--- src/sv/pba_pkg.sv ---
// Package for the power-of-two block allocator: widths, codes and state encodings.
// Used by the controller, the datapath and the top level; depends on nothing.
`default_nettype none
package pba_pkg;
  localparam int MinSize     = 4;
  localparam int MaxSize     = 29;
  localparam int NumPools    = MaxSize - MinSize + 1;
  localparam int RootEntries = 64;
  localparam int RootIdxW    = $clog2(RootEntries);
  localparam int PoolIdxW    = $clog2(NumPools);

  localparam logic [1:0] FUNC_ADD   = 2'd0;
  localparam logic [1:0] FUNC_ALLOC = 2'd1;
  localparam logic [1:0] FUNC_SLOTS = 2'd2;
  localparam logic [1:0] FUNC_CLEAR = 2'd3;

  localparam logic [1:0] ST_OK     = 2'd0;
  localparam logic [1:0] ST_NONE   = 2'd1;
  localparam logic [1:0] ST_REJECT = 2'd2;

  localparam logic [1:0] CFG_BASE   = 2'd0;
  localparam logic [1:0] CFG_TOTAL  = 2'd1;
  localparam logic [1:0] CFG_OFFSET = 2'd2;

  // Datapath commands.
  typedef struct packed {
    logic load;       // capture the input item
    logic simple;     // perform add, slots, clear or a rejected allocation and form result
    logic pool_try;   // try the pool at the current level
    logic scan_step;  // examine the fetched root entry
    logic climb;      // move up one level, rewind scan
    logic split;      // one split step downward
    logic fail;       // result is "nothing available"
    logic clear_step; // mark one root entry free
  } pba_cmd_t;

  typedef struct packed {
    logic is_alloc;
    logic bad_size;
    logic pool_hit;   // pool had a nonzero half
    logic scan_hit;   // fetched entry matches
    logic scan_end;   // scan index has reached root count
    logic top_level;  // current level is MaxSize
    logic at_target;  // current level equals requested size
    logic split_ok;   // at least two slots remain for a split
    logic split_zero; // the half a split would return is slot number zero
    logic is_clear;
    logic clear_end;
  } pba_sts_t;
endpackage
`default_nettype wire

--- src/sv/power_of_two_block_allocator_unit.sv ---
// Top level of the power-of-two block allocator: stream ports and output register.
// Depends on pba_pkg, pba_ctrl and pba_dp.
//
// Usage. One operation enters per transfer on the in_ channel and yields exactly
// one result transfer on the out_ channel. Operations: add a root block,
// allocate a block of a size class, bump-allocate contiguous slots, clear.
// The three slot registers are written through the cfg_ port; the user is to
// write them while the block is idle, which the block itself does not enforce.
// A write takes effect at the clock edge where cfg_we is high.
// Add, slot allocation and failed size checks go from the decode state
// straight to the output state. Clear walks the root table one entry a cycle.
// Allocation tries the pool and then scans the root table, fetching and then
// examining each entry, at each level it climbs; it then splits one level per
// cycle on the way down.
// One item is in work at a time; the block takes the next input once the
// result has been moved into the output register, so a stalled receiver holds
// at most one waiting result while the next item is already computed.
// Reset (rst_n low, synchronous) clears the registers, the slot counter, the
// pools and the root count; the output register is emptied.
`default_nettype none
module power_of_two_block_allocator_unit import pba_pkg::*; (
  input  wire logic        clk,
  input  wire logic        rst_n,
  input  wire logic        cfg_we,
  input  wire logic [1:0]  cfg_addr,
  input  wire logic [31:0] cfg_wdata,
  input  wire logic        in_tvalid,
  output logic             in_tready,
  // in_tdata fields from bit 0: func[1:0], handle_in[33:2], size_class[39:34],
  // slot_request[71:40]
  input  wire logic [71:0] in_tdata,
  output logic             out_tvalid,
  input  wire logic        out_tready,
  // out_tdata fields from bit 0: value_out[31:0], status[33:32]
  output logic [39:0]      out_tdata
);
  pba_cmd_t    cmd;
  pba_sts_t    sts;
  logic        busy, res_done, in_fire, res_free;
  logic [31:0] res_value;
  logic [1:0]  res_status;
  logic        ovalid_r;
  logic [33:0] odata_r;

  assign in_tready = !busy;
  assign in_fire   = in_tvalid && in_tready;
  // The output register is free when empty or being drained this cycle.
  assign res_free  = !ovalid_r || out_tready;

  pba_ctrl u_ctrl (
    .clk, .rst_n, .in_fire, .res_free, .sts, .cmd, .busy, .res_done
  );

  pba_dp u_dp (
    .clk, .rst_n, .cfg_we, .cfg_addr, .cfg_wdata,
    .in_func(in_tdata[1:0]), .in_handle(in_tdata[33:2]),
    .in_size(in_tdata[39:34]), .in_req(in_tdata[71:40]),
    .cmd, .sts, .res_value, .res_status
  );

  always_ff @(posedge clk) begin
    if (!rst_n) begin
      ovalid_r <= 1'b0;
    end else if (res_done) begin
      ovalid_r <= 1'b1;
    end else if (out_tready) begin
      ovalid_r <= 1'b0;
    end
  end

  always_ff @(posedge clk) begin
    if (res_done) odata_r <= {res_status, res_value};
  end

  assign out_tvalid = ovalid_r;
  assign out_tdata  = {6'd0, odata_r};
endmodule
`default_nettype wire

--- src/sv/pba_ctrl.sv ---
// Controller state machine of the block allocator.
// Depends on pba_pkg; drives the datapath through pba_cmd_t.
`default_nettype none
module pba_ctrl import pba_pkg::*; (
  input  wire logic     clk,
  input  wire logic     rst_n,
  input  wire logic     in_fire,
  input  wire logic     res_free,
  input  pba_sts_t      sts,
  output pba_cmd_t      cmd,
  output logic          busy,
  output logic          res_done
);
  localparam logic [2:0] S_IDLE  = 3'd0;
  localparam logic [2:0] S_DEC   = 3'd1;
  localparam logic [2:0] S_POOL  = 3'd2;
  localparam logic [2:0] S_FETCH = 3'd3;
  localparam logic [2:0] S_SCAN  = 3'd4;
  localparam logic [2:0] S_SPLIT = 3'd5;
  localparam logic [2:0] S_CLR   = 3'd6;
  localparam logic [2:0] S_OUT   = 3'd7;

  logic [2:0] state_r, state_nxt;

  always_ff @(posedge clk) begin
    if (!rst_n) state_r <= S_IDLE;
    else        state_r <= state_nxt;
  end

  always_comb begin
    state_nxt = state_r;
    cmd       = '0;
    res_done  = 1'b0;
    case (state_r)
      S_IDLE: begin
        cmd.load = in_fire;
        if (in_fire) state_nxt = S_DEC;
      end
      S_DEC: begin
        if (sts.is_alloc && !sts.bad_size) begin
          state_nxt = S_POOL;
        end else if (sts.is_clear) begin
          cmd.simple = 1'b1;
          state_nxt  = S_CLR;
        end else begin
          cmd.simple = 1'b1;
          state_nxt  = S_OUT;
        end
      end
      S_POOL: begin
        cmd.pool_try = 1'b1;
        if (sts.pool_hit) state_nxt = S_SPLIT;
        else              state_nxt = S_FETCH;
      end
      // The root entry at the scan index is read here and examined next cycle.
      S_FETCH: begin
        if (sts.scan_end) begin
          if (sts.top_level) begin
            cmd.fail  = 1'b1;
            state_nxt = S_OUT;
          end else begin
            cmd.climb = 1'b1;
            state_nxt = S_POOL;
          end
        end else begin
          state_nxt = S_SCAN;
        end
      end
      S_SCAN: begin
        cmd.scan_step = 1'b1;
        if (sts.scan_hit) state_nxt = S_SPLIT;
        else              state_nxt = S_FETCH;
      end
      S_SPLIT: begin
        if (sts.at_target) begin
          state_nxt = S_OUT;
        end else if (!sts.split_ok) begin
          cmd.fail  = 1'b1;
          state_nxt = S_OUT;
        end else begin
          cmd.split = 1'b1;
          if (sts.split_zero) state_nxt = S_OUT;
        end
      end
      S_CLR: begin
        if (sts.clear_end) state_nxt = S_OUT;
        else               cmd.clear_step = 1'b1;
      end
      S_OUT: begin
        if (res_free) begin
          res_done  = 1'b1;
          state_nxt = S_IDLE;
        end
      end
      default: state_nxt = S_IDLE;
    endcase
  end

  assign busy = (state_r != S_IDLE);
endmodule
`default_nettype wire

--- src/sv/pba_dp.sv ---
// Datapath of the block allocator: pools, root table, slot counter and result.
// Depends on pba_pkg; commanded by pba_ctrl.
`default_nettype none
module pba_dp import pba_pkg::*; (
  input  wire logic        clk,
  input  wire logic        rst_n,
  input  wire logic        cfg_we,
  input  wire logic [1:0]  cfg_addr,
  input  wire logic [31:0] cfg_wdata,
  input  wire logic [1:0]  in_func,
  input  wire logic [31:0] in_handle,
  input  wire logic [5:0]  in_size,
  input  wire logic [31:0] in_req,
  input  pba_cmd_t         cmd,
  output pba_sts_t         sts,
  output logic [31:0]      res_value,
  output logic [1:0]       res_status
);
  logic [31:0] base_r, total_r, offset_r, used_r;
  logic [31:0] pool_base_r [NumPools];
  logic [1:0]  pool_left_r [NumPools];
  logic [31:0] root_handle_m [RootEntries];
  logic [5:0]  root_size_m   [RootEntries];
  logic        root_free_m   [RootEntries];
  logic [31:0] rd_handle_r;
  logic [5:0]  rd_size_r;
  logic        rd_free_r;
  logic [RootIdxW:0] root_count_r, idx_r;
  logic [1:0]  func_r;
  logic [31:0] handle_r, req_r, val_r;
  logic [5:0]  size_r, lvl_r;
  logic [1:0]  st_r;

  logic [PoolIdxW-1:0] pidx, pidx_dn;
  logic [31:0] avail, next_slot, pool_v, split_v;
  logic [5:0]  lvl_dn;
  logic        size_bad;

  function automatic logic in_ok();
    in_ok = (handle_r != 32'd0) && !size_bad &&
            (root_count_r < (RootIdxW+1)'(RootEntries));
  endfunction

  assign size_bad  = (size_r < 6'(MinSize)) || (size_r > 6'(MaxSize));
  assign pidx      = PoolIdxW'(lvl_r - 6'(MinSize));
  assign lvl_dn    = lvl_r - 6'd1;
  assign pidx_dn   = PoolIdxW'(lvl_dn - 6'(MinSize));
  assign avail     = (used_r >= total_r) ? 32'd0 : total_r - used_r;
  assign next_slot = base_r + used_r + offset_r;
  assign pool_v    = pool_base_r[pidx] + 32'(pool_left_r[pidx] - 2'd1);
  assign split_v   = next_slot + 32'd1;

  assign sts.is_alloc   = (func_r == FUNC_ALLOC);
  assign sts.is_clear   = (func_r == FUNC_CLEAR);
  assign sts.bad_size   = size_bad;
  assign sts.pool_hit   = (pool_left_r[pidx] != 2'd0) && (pool_v != 32'd0);
  assign sts.scan_end   = (idx_r >= root_count_r);
  assign sts.scan_hit   = rd_free_r && (rd_size_r == lvl_r);
  assign sts.top_level  = (lvl_r == 6'(MaxSize));
  assign sts.at_target  = (lvl_r == size_r);
  assign sts.split_ok   = (avail >= 32'd2);
  assign sts.split_zero = (split_v == 32'd0);
  assign sts.clear_end  = (idx_r >= root_count_r);

  always_ff @(posedge clk) begin
    if (!rst_n) begin
      base_r <= '0; total_r <= '0; offset_r <= '0; used_r <= '0;
      root_count_r <= '0;
      for (int i = 0; i < NumPools; i++) begin
        pool_base_r[i] <= '0;
        pool_left_r[i] <= '0;
      end
    end else begin
      if (cfg_we) begin
        case (cfg_addr)
          CFG_BASE:   base_r   <= cfg_wdata;
          CFG_TOTAL:  total_r  <= cfg_wdata;
          CFG_OFFSET: offset_r <= cfg_wdata;
          default: ;
        endcase
      end
      if (cmd.simple) begin
        case (func_r)
          FUNC_ADD: if (in_ok()) root_count_r <= root_count_r + 1'b1;
          FUNC_SLOTS: if (req_r <= avail) used_r <= used_r + req_r;
          FUNC_CLEAR: begin
            used_r <= '0;
            for (int i = 0; i < NumPools; i++) begin
              pool_base_r[i] <= '0;
              pool_left_r[i] <= '0;
            end
          end
          default: ;
        endcase
      end
      if (cmd.pool_try && pool_left_r[pidx] != 2'd0)
        pool_left_r[pidx] <= pool_left_r[pidx] - 2'd1;
      if (cmd.split) begin
        pool_base_r[pidx_dn] <= next_slot;
        pool_left_r[pidx_dn] <= 2'd1;
        used_r <= used_r + 32'd2;
      end
    end
  end

  // Root table storage with one registered read a cycle at the scan index;
  // entries are only meaningful below root_count.
  always_ff @(posedge clk) begin
    if (cmd.simple && func_r == FUNC_ADD && in_ok()) begin
      root_handle_m[root_count_r[RootIdxW-1:0]] <= handle_r;
      root_size_m[root_count_r[RootIdxW-1:0]]   <= size_r;
      root_free_m[root_count_r[RootIdxW-1:0]]   <= 1'b1;
    end
    if (cmd.scan_step && sts.scan_hit)
      root_free_m[idx_r[RootIdxW-1:0]] <= 1'b0;
    if (cmd.clear_step)
      root_free_m[idx_r[RootIdxW-1:0]] <= 1'b1;
    rd_handle_r <= root_handle_m[idx_r[RootIdxW-1:0]];
    rd_size_r   <= root_size_m[idx_r[RootIdxW-1:0]];
    rd_free_r   <= root_free_m[idx_r[RootIdxW-1:0]];
  end

  always_ff @(posedge clk) begin
    if (cmd.load) begin
      func_r <= in_func; handle_r <= in_handle; size_r <= in_size;
      req_r <= in_req; lvl_r <= in_size; idx_r <= '0;
      val_r <= '0; st_r <= ST_OK;
    end
    if (cmd.simple) begin
      case (func_r)
        FUNC_ADD: begin
          val_r <= in_ok() ? handle_r : 32'd0;
          st_r  <= in_ok() ? ST_OK : ST_REJECT;
        end
        FUNC_ALLOC: begin val_r <= '0; st_r <= ST_REJECT; end
        FUNC_SLOTS: begin
          val_r <= (req_r <= avail) ? next_slot : 32'd0;
          st_r  <= (req_r <= avail) ? ST_OK : ST_NONE;
        end
        FUNC_CLEAR: begin val_r <= '0; st_r <= ST_OK; end
        default: ;
      endcase
    end
    if (cmd.pool_try && sts.pool_hit) val_r <= pool_v;
    if (cmd.scan_step) begin
      if (sts.scan_hit) val_r <= rd_handle_r;
      else idx_r <= idx_r + 1'b1;
    end
    if (cmd.climb) begin
      lvl_r <= lvl_r + 6'd1;
      idx_r <= '0;
    end
    // A split whose returned half is slot zero fails; the slots stay used.
    if (cmd.split) begin
      lvl_r <= lvl_dn;
      val_r <= split_v;
      if (split_v == 32'd0) st_r <= ST_NONE;
    end
    if (cmd.clear_step) idx_r <= idx_r + 1'b1;
    if (cmd.fail) begin
      val_r <= '0;
      st_r  <= ST_NONE;
    end
  end

  assign res_value  = val_r;
  assign res_status = st_r;
endmodule
`default_nettype wire
--- config.mk ---
export PLATFORM = sky130hd
export DESIGN_NAME = power_of_two_block_allocator_unit
export DESIGN_NICKNAME = d
export VERILOG_FILES = /design/src/sv/pba_pkg.sv /design/src/sv/power_of_two_block_allocator_unit.sv /design/src/sv/pba_ctrl.sv /design/src/sv/pba_dp.sv
export SDC_FILE = /design/constraint.sdc
export NUM_CORES = 2
export LEC_CHECK = 0
export BUFFER_PORTS_ARGS = -buffer_cell sky130_fd_sc_hd__buf_2
export CORE_ASPECT_RATIO = 0.7
export CORE_MARGIN = 5
export CORE_UTILIZATION = 50
export DETAILED_ROUTE_END_ITERATION = 6
export PLACE_DENSITY = 0.73
export SYNTH_ARGS = -nofsm -noshare
export SYNTH_HDL_FRONTEND = slang
export SYNTH_SLANG_ARGS = --single-unit
--- constraint.sdc ---
create_clock -name clk -period 23.3 [get_ports clk]
set_clock_uncertainty 0.2 [all_clocks]
set_input_delay 3.495 -clock clk [delete_from_list [all_inputs] [get_ports clk]]
set_output_delay 3.495 -clock clk [all_outputs]
set_load 0.005 [all_outputs]
==> metrics.cfg <==
[sta]
period_minus_slack_ns=10.92
fin_setup_tns_ns=0
worst_slack_ns=12.38
finalSetupViolations=0
fmax_mhz=91.54
hold_slack_ns=0.2477
slew_headroom=-0.005409
hold_violations=0
worst-slew-pin-transition_ns=1.494
maxSlewViolCount=1
final.period_utilization=0.4688
rsz0062_at_grt=no

[setup_path]
cp_cell_sequence=buf_12 > buf_4 > buf_4 > buf_12 > mux4_2 > mux4_2 > mux2_2 > ha_1 > a21oi_1 > o21ai_0 > a21o_1 > a221oi_1 > o21a_1 > o21ai_1 > xor2_1 > or4_1 > or4_1 > or4_1 > nand2_1 > buf_4 > mux2_2 > o211ai_1
crit_type=flop to flop
slowest_delay_ns=0.80
r2r_slack_ns=12.38
cp_slowest_cell=buf_4
start_kind=flop
cp_max_fo=116
crit_path_end_kind=flop
worst-path-buf-inv=5
critPathRequiredTime_ns=23.94
reg2reg_to=u_dp.res_value[21]
rr_worst_depth=22
crit_arrival_ns=11.57
r2r-start=u_dp.lvl_r[0]
critical-path-top-delay-family=buffers and inverters

[place]
dp_slack_ns=12.41
io_buffer_count=146
dp_hpwl_mm=298.1
gp_congestion=0.9673

[synthesis]
synth-main-ff-cell=edfxtp_1
ys_types=92
synthMuxAreaShare=0.1629
ys_seq_area_frac=0.7004
synthXorXnorAreaFrac=0.008135
synth_cells=9332
yosys-top-cells-area=edfxtp_1 (67%), mux4_2 (16%), dfxtp_1 (2.7%), nor2_1 (2.1%), ha_1 (1.3%)
synth_area_sq_um=164700
synthTopCellsByCount=edfxtp_1 (3696), mux4_2 (1159), nor2_1 (927)
netlist.area_leader.share=0.6738
synth_top_family_by_area=multiplexers
synth-seq-cells=3915
synth_edf_count=3696
synthAdderAreaFrac=0.01770
synth_area_leader_cell=edfxtp_1
syn-mean-instance-area_sq_um=17.65
synth_most_common_cell=edfxtp_1
async_flop_share=0
synth-compound-area-share=0.03544
yosysWarnings=0
yosys.area_share.simple=0.05786

[floorplanning]
core_area_sq_um=328300
die_h_um=490.2
initial_utilization=0.5017
die_width_um=696.0
die-area_sq_um=341200
top_level_ports=153
rows=176

[drt]
met1_length_mm=184.2
drc=37
vias=96260
drt_iter0_markers=17980
dr.pass1.iters=7
dr_wl_met2_mm=209.5
top_layer_used=met5
wl_mm=497.8
wl_per_cell_um=35.17
wl_met3_mm=79.07
ant_nets=0
vias_per_cell=6.802

[clock_tree]
cts-root-buf=clkbuf_16
clock_latency_ns=0.97
tritoncts=done
hold_buffers=0
cts.sinks=3915
cts_made_buffers=364
clockBufferDepth=4
ctsHtreeMaxLevel=5
cts-resized-gates=0
clk_pin_slew_worst_paths_ns=0.07
cts_setup_buffers=0

[layout]
nets=9814
area_growth_pct=11.28
final_layout_size_suffix_gt1_frac=0.2346

[grt]
grt_max_degree=148
grt_use_total=0.2883
overflow=0
grt_pass1_vias=93930
grt_pass1_wl_mm=701.2
antenna_found_initial=38

[min_path]
min_path_cells=0
min_path_type=flop to flop
min_from=u_dp.res_value[0]
hold_path_end=odata_r[0]

[power_and_ir_drop]
power_density_nw_per_um2=120.4
ir_worst_vdd_uv=148.6
p_leak_nw=57.83

[status]
violations=DRC, capacitance limit, slew limit
status=finished with violations

[job]
cap_viol_max_count=2

[area by class of cell]
class	instances	area, sq um
tap	4361	5456
antenna	18	45.04
clock inverter	186	1827
fill	24060	145000
timing repair buffer	403	2773
multi-input combinational	4688	47550
clock buffer	462	9794
inverter	119	451.7
sequential	3915	115400
[logic make-up after synthesis]
| kind of cell | after synthesis |
|---|---|
| AO/OA/AOI/OAI | 908 |
| XOR/XNOR | 153 |
| adder cells (fa/ha/maj) | 212 |
| buffers and inverters | 734 |
| flip-flops | 3915 |
| multiplexers | 1226 |
| other | 1 |
| AND/OR/NAND/NOR | 2183 |
[layer usage]
| metal | vias to the layer above | GRT usage |
|---|---|---|
| met5 | - | 0.002245 |
| met4 | 14 | 0.1215 |
| met3 | 1119 | 0.09925 |
| met2 | 8150 | 0.3958 |
| met1 | 49300 | 0.4209 |
| li1 | 37690 | - |
[sequential cells by signal, summed over array words and instances, names as in the netlist]
name / cells
u_dp.res_status: 2
out_tvalid: 1
u_dp.used_r: 32
u_dp.offset_r: 32
u_dp.pool_base_r: 1024
u_dp.idx_r: 7
odata_r: 34
u_ctrl.state_r: 3
u_dp.handle_r: 32
u_dp.pool_left_r: 64
u_dp.root_handle_m: 2048
u_dp.lvl_r: 6
u_dp.total_r: 32
u_dp.rd_handle_r: 32
u_dp.rd_free_r: 1
u_dp.root_free_m: 64
u_dp.base_r: 32
u_dp.root_count_r: 7
u_dp.req_r: 32
u_dp.root_size_m: 384
u_dp.func_r: 2
u_dp.size_r: 6
u_dp.rd_size_r: 6
u_dp.res_value: 32
[cell usage in the layout (no fill, tap or decap), types with 76 or more instances in the layout]
| cell | n |
|---|---|
| edfxtp_1 | 3696 |
| mux4_2 | 1159 |
| nor2_1 | 850 |
| nand2_1 | 539 |
| clkbuf_16 | 370 |
| nor3_1 | 332 |
| a21oi_1 | 305 |
| buf_4 | 248 |
| dfxtp_1 | 213 |
| ha_1 | 176 |
| o21ai_0 | 150 |
| buf_2 | 146 |
| nand3_1 | 119 |
| inv_1 | 114 |
| xnor2_1 | 97 |
| a21o_1 | 79 |
| nor2_4 | 76 |
[worst reg2reg max path, delay by kind of cell, from the launching register on]
kind                     cells  cell delay [ns]
AO/OA/AOI/OAI                7             1.84
multiplexers                 4             1.95
flip-flops                   1             0.47
XOR/XNOR                     1             0.24
buffers and inverters        5             3.48
adder cells (fa/ha/maj)      1             0.40
AND/OR/NAND/NOR              4             2.27
[worst max-delay path by stage]
stage / start / to / slack (ns) / cells past startpoint
finish: u_dp.lvl_r[0] / u_dp.res_value[21] / 12.38 / 22
global route: u_dp.lvl_r[0] / u_dp.res_value[14] / 11.64 / 22
CTS: u_dp.lvl_r[0] / u_dp.res_value[21] / 12.40 / 22
detailed placement: u_dp.lvl_r[0] / u_dp.res_value[21] / 12.41 / 22
global placement: u_dp.lvl_r[0] / u_dp.res_value[14] / 12.23 / 22
floorplan: u_dp.lvl_r[0] / u_dp.res_value[13] / 14.11 / 26
[through the flow]
stage,power [mW],cell area (sq um),utilization,std cells
floorplan,13.52,164700,-,9337
global placement,15.96,171600,0.5227,13490
detailed placement,16.02,171600,0.5227,13490
CTS,21.93,183200,0.5581,14130
global route,22.81,183300,0.5581,14140
finish,22.06,183300,0.5582,14150
[report_power, final]
group | switching [mW] | internal [mW] | leakage, nW | total, mW
Sequential | 0.266 | 8.31 | 36.5 | 8.58
Clock | 2.64 | 3.32 | 5.68 | 5.96
Combinational | 4.72 | 2.81 | 15.7 | 7.52
Total | 7.62 | 14.4 | 57.8 | 22.1
Power figures use the tool's default switching activity.
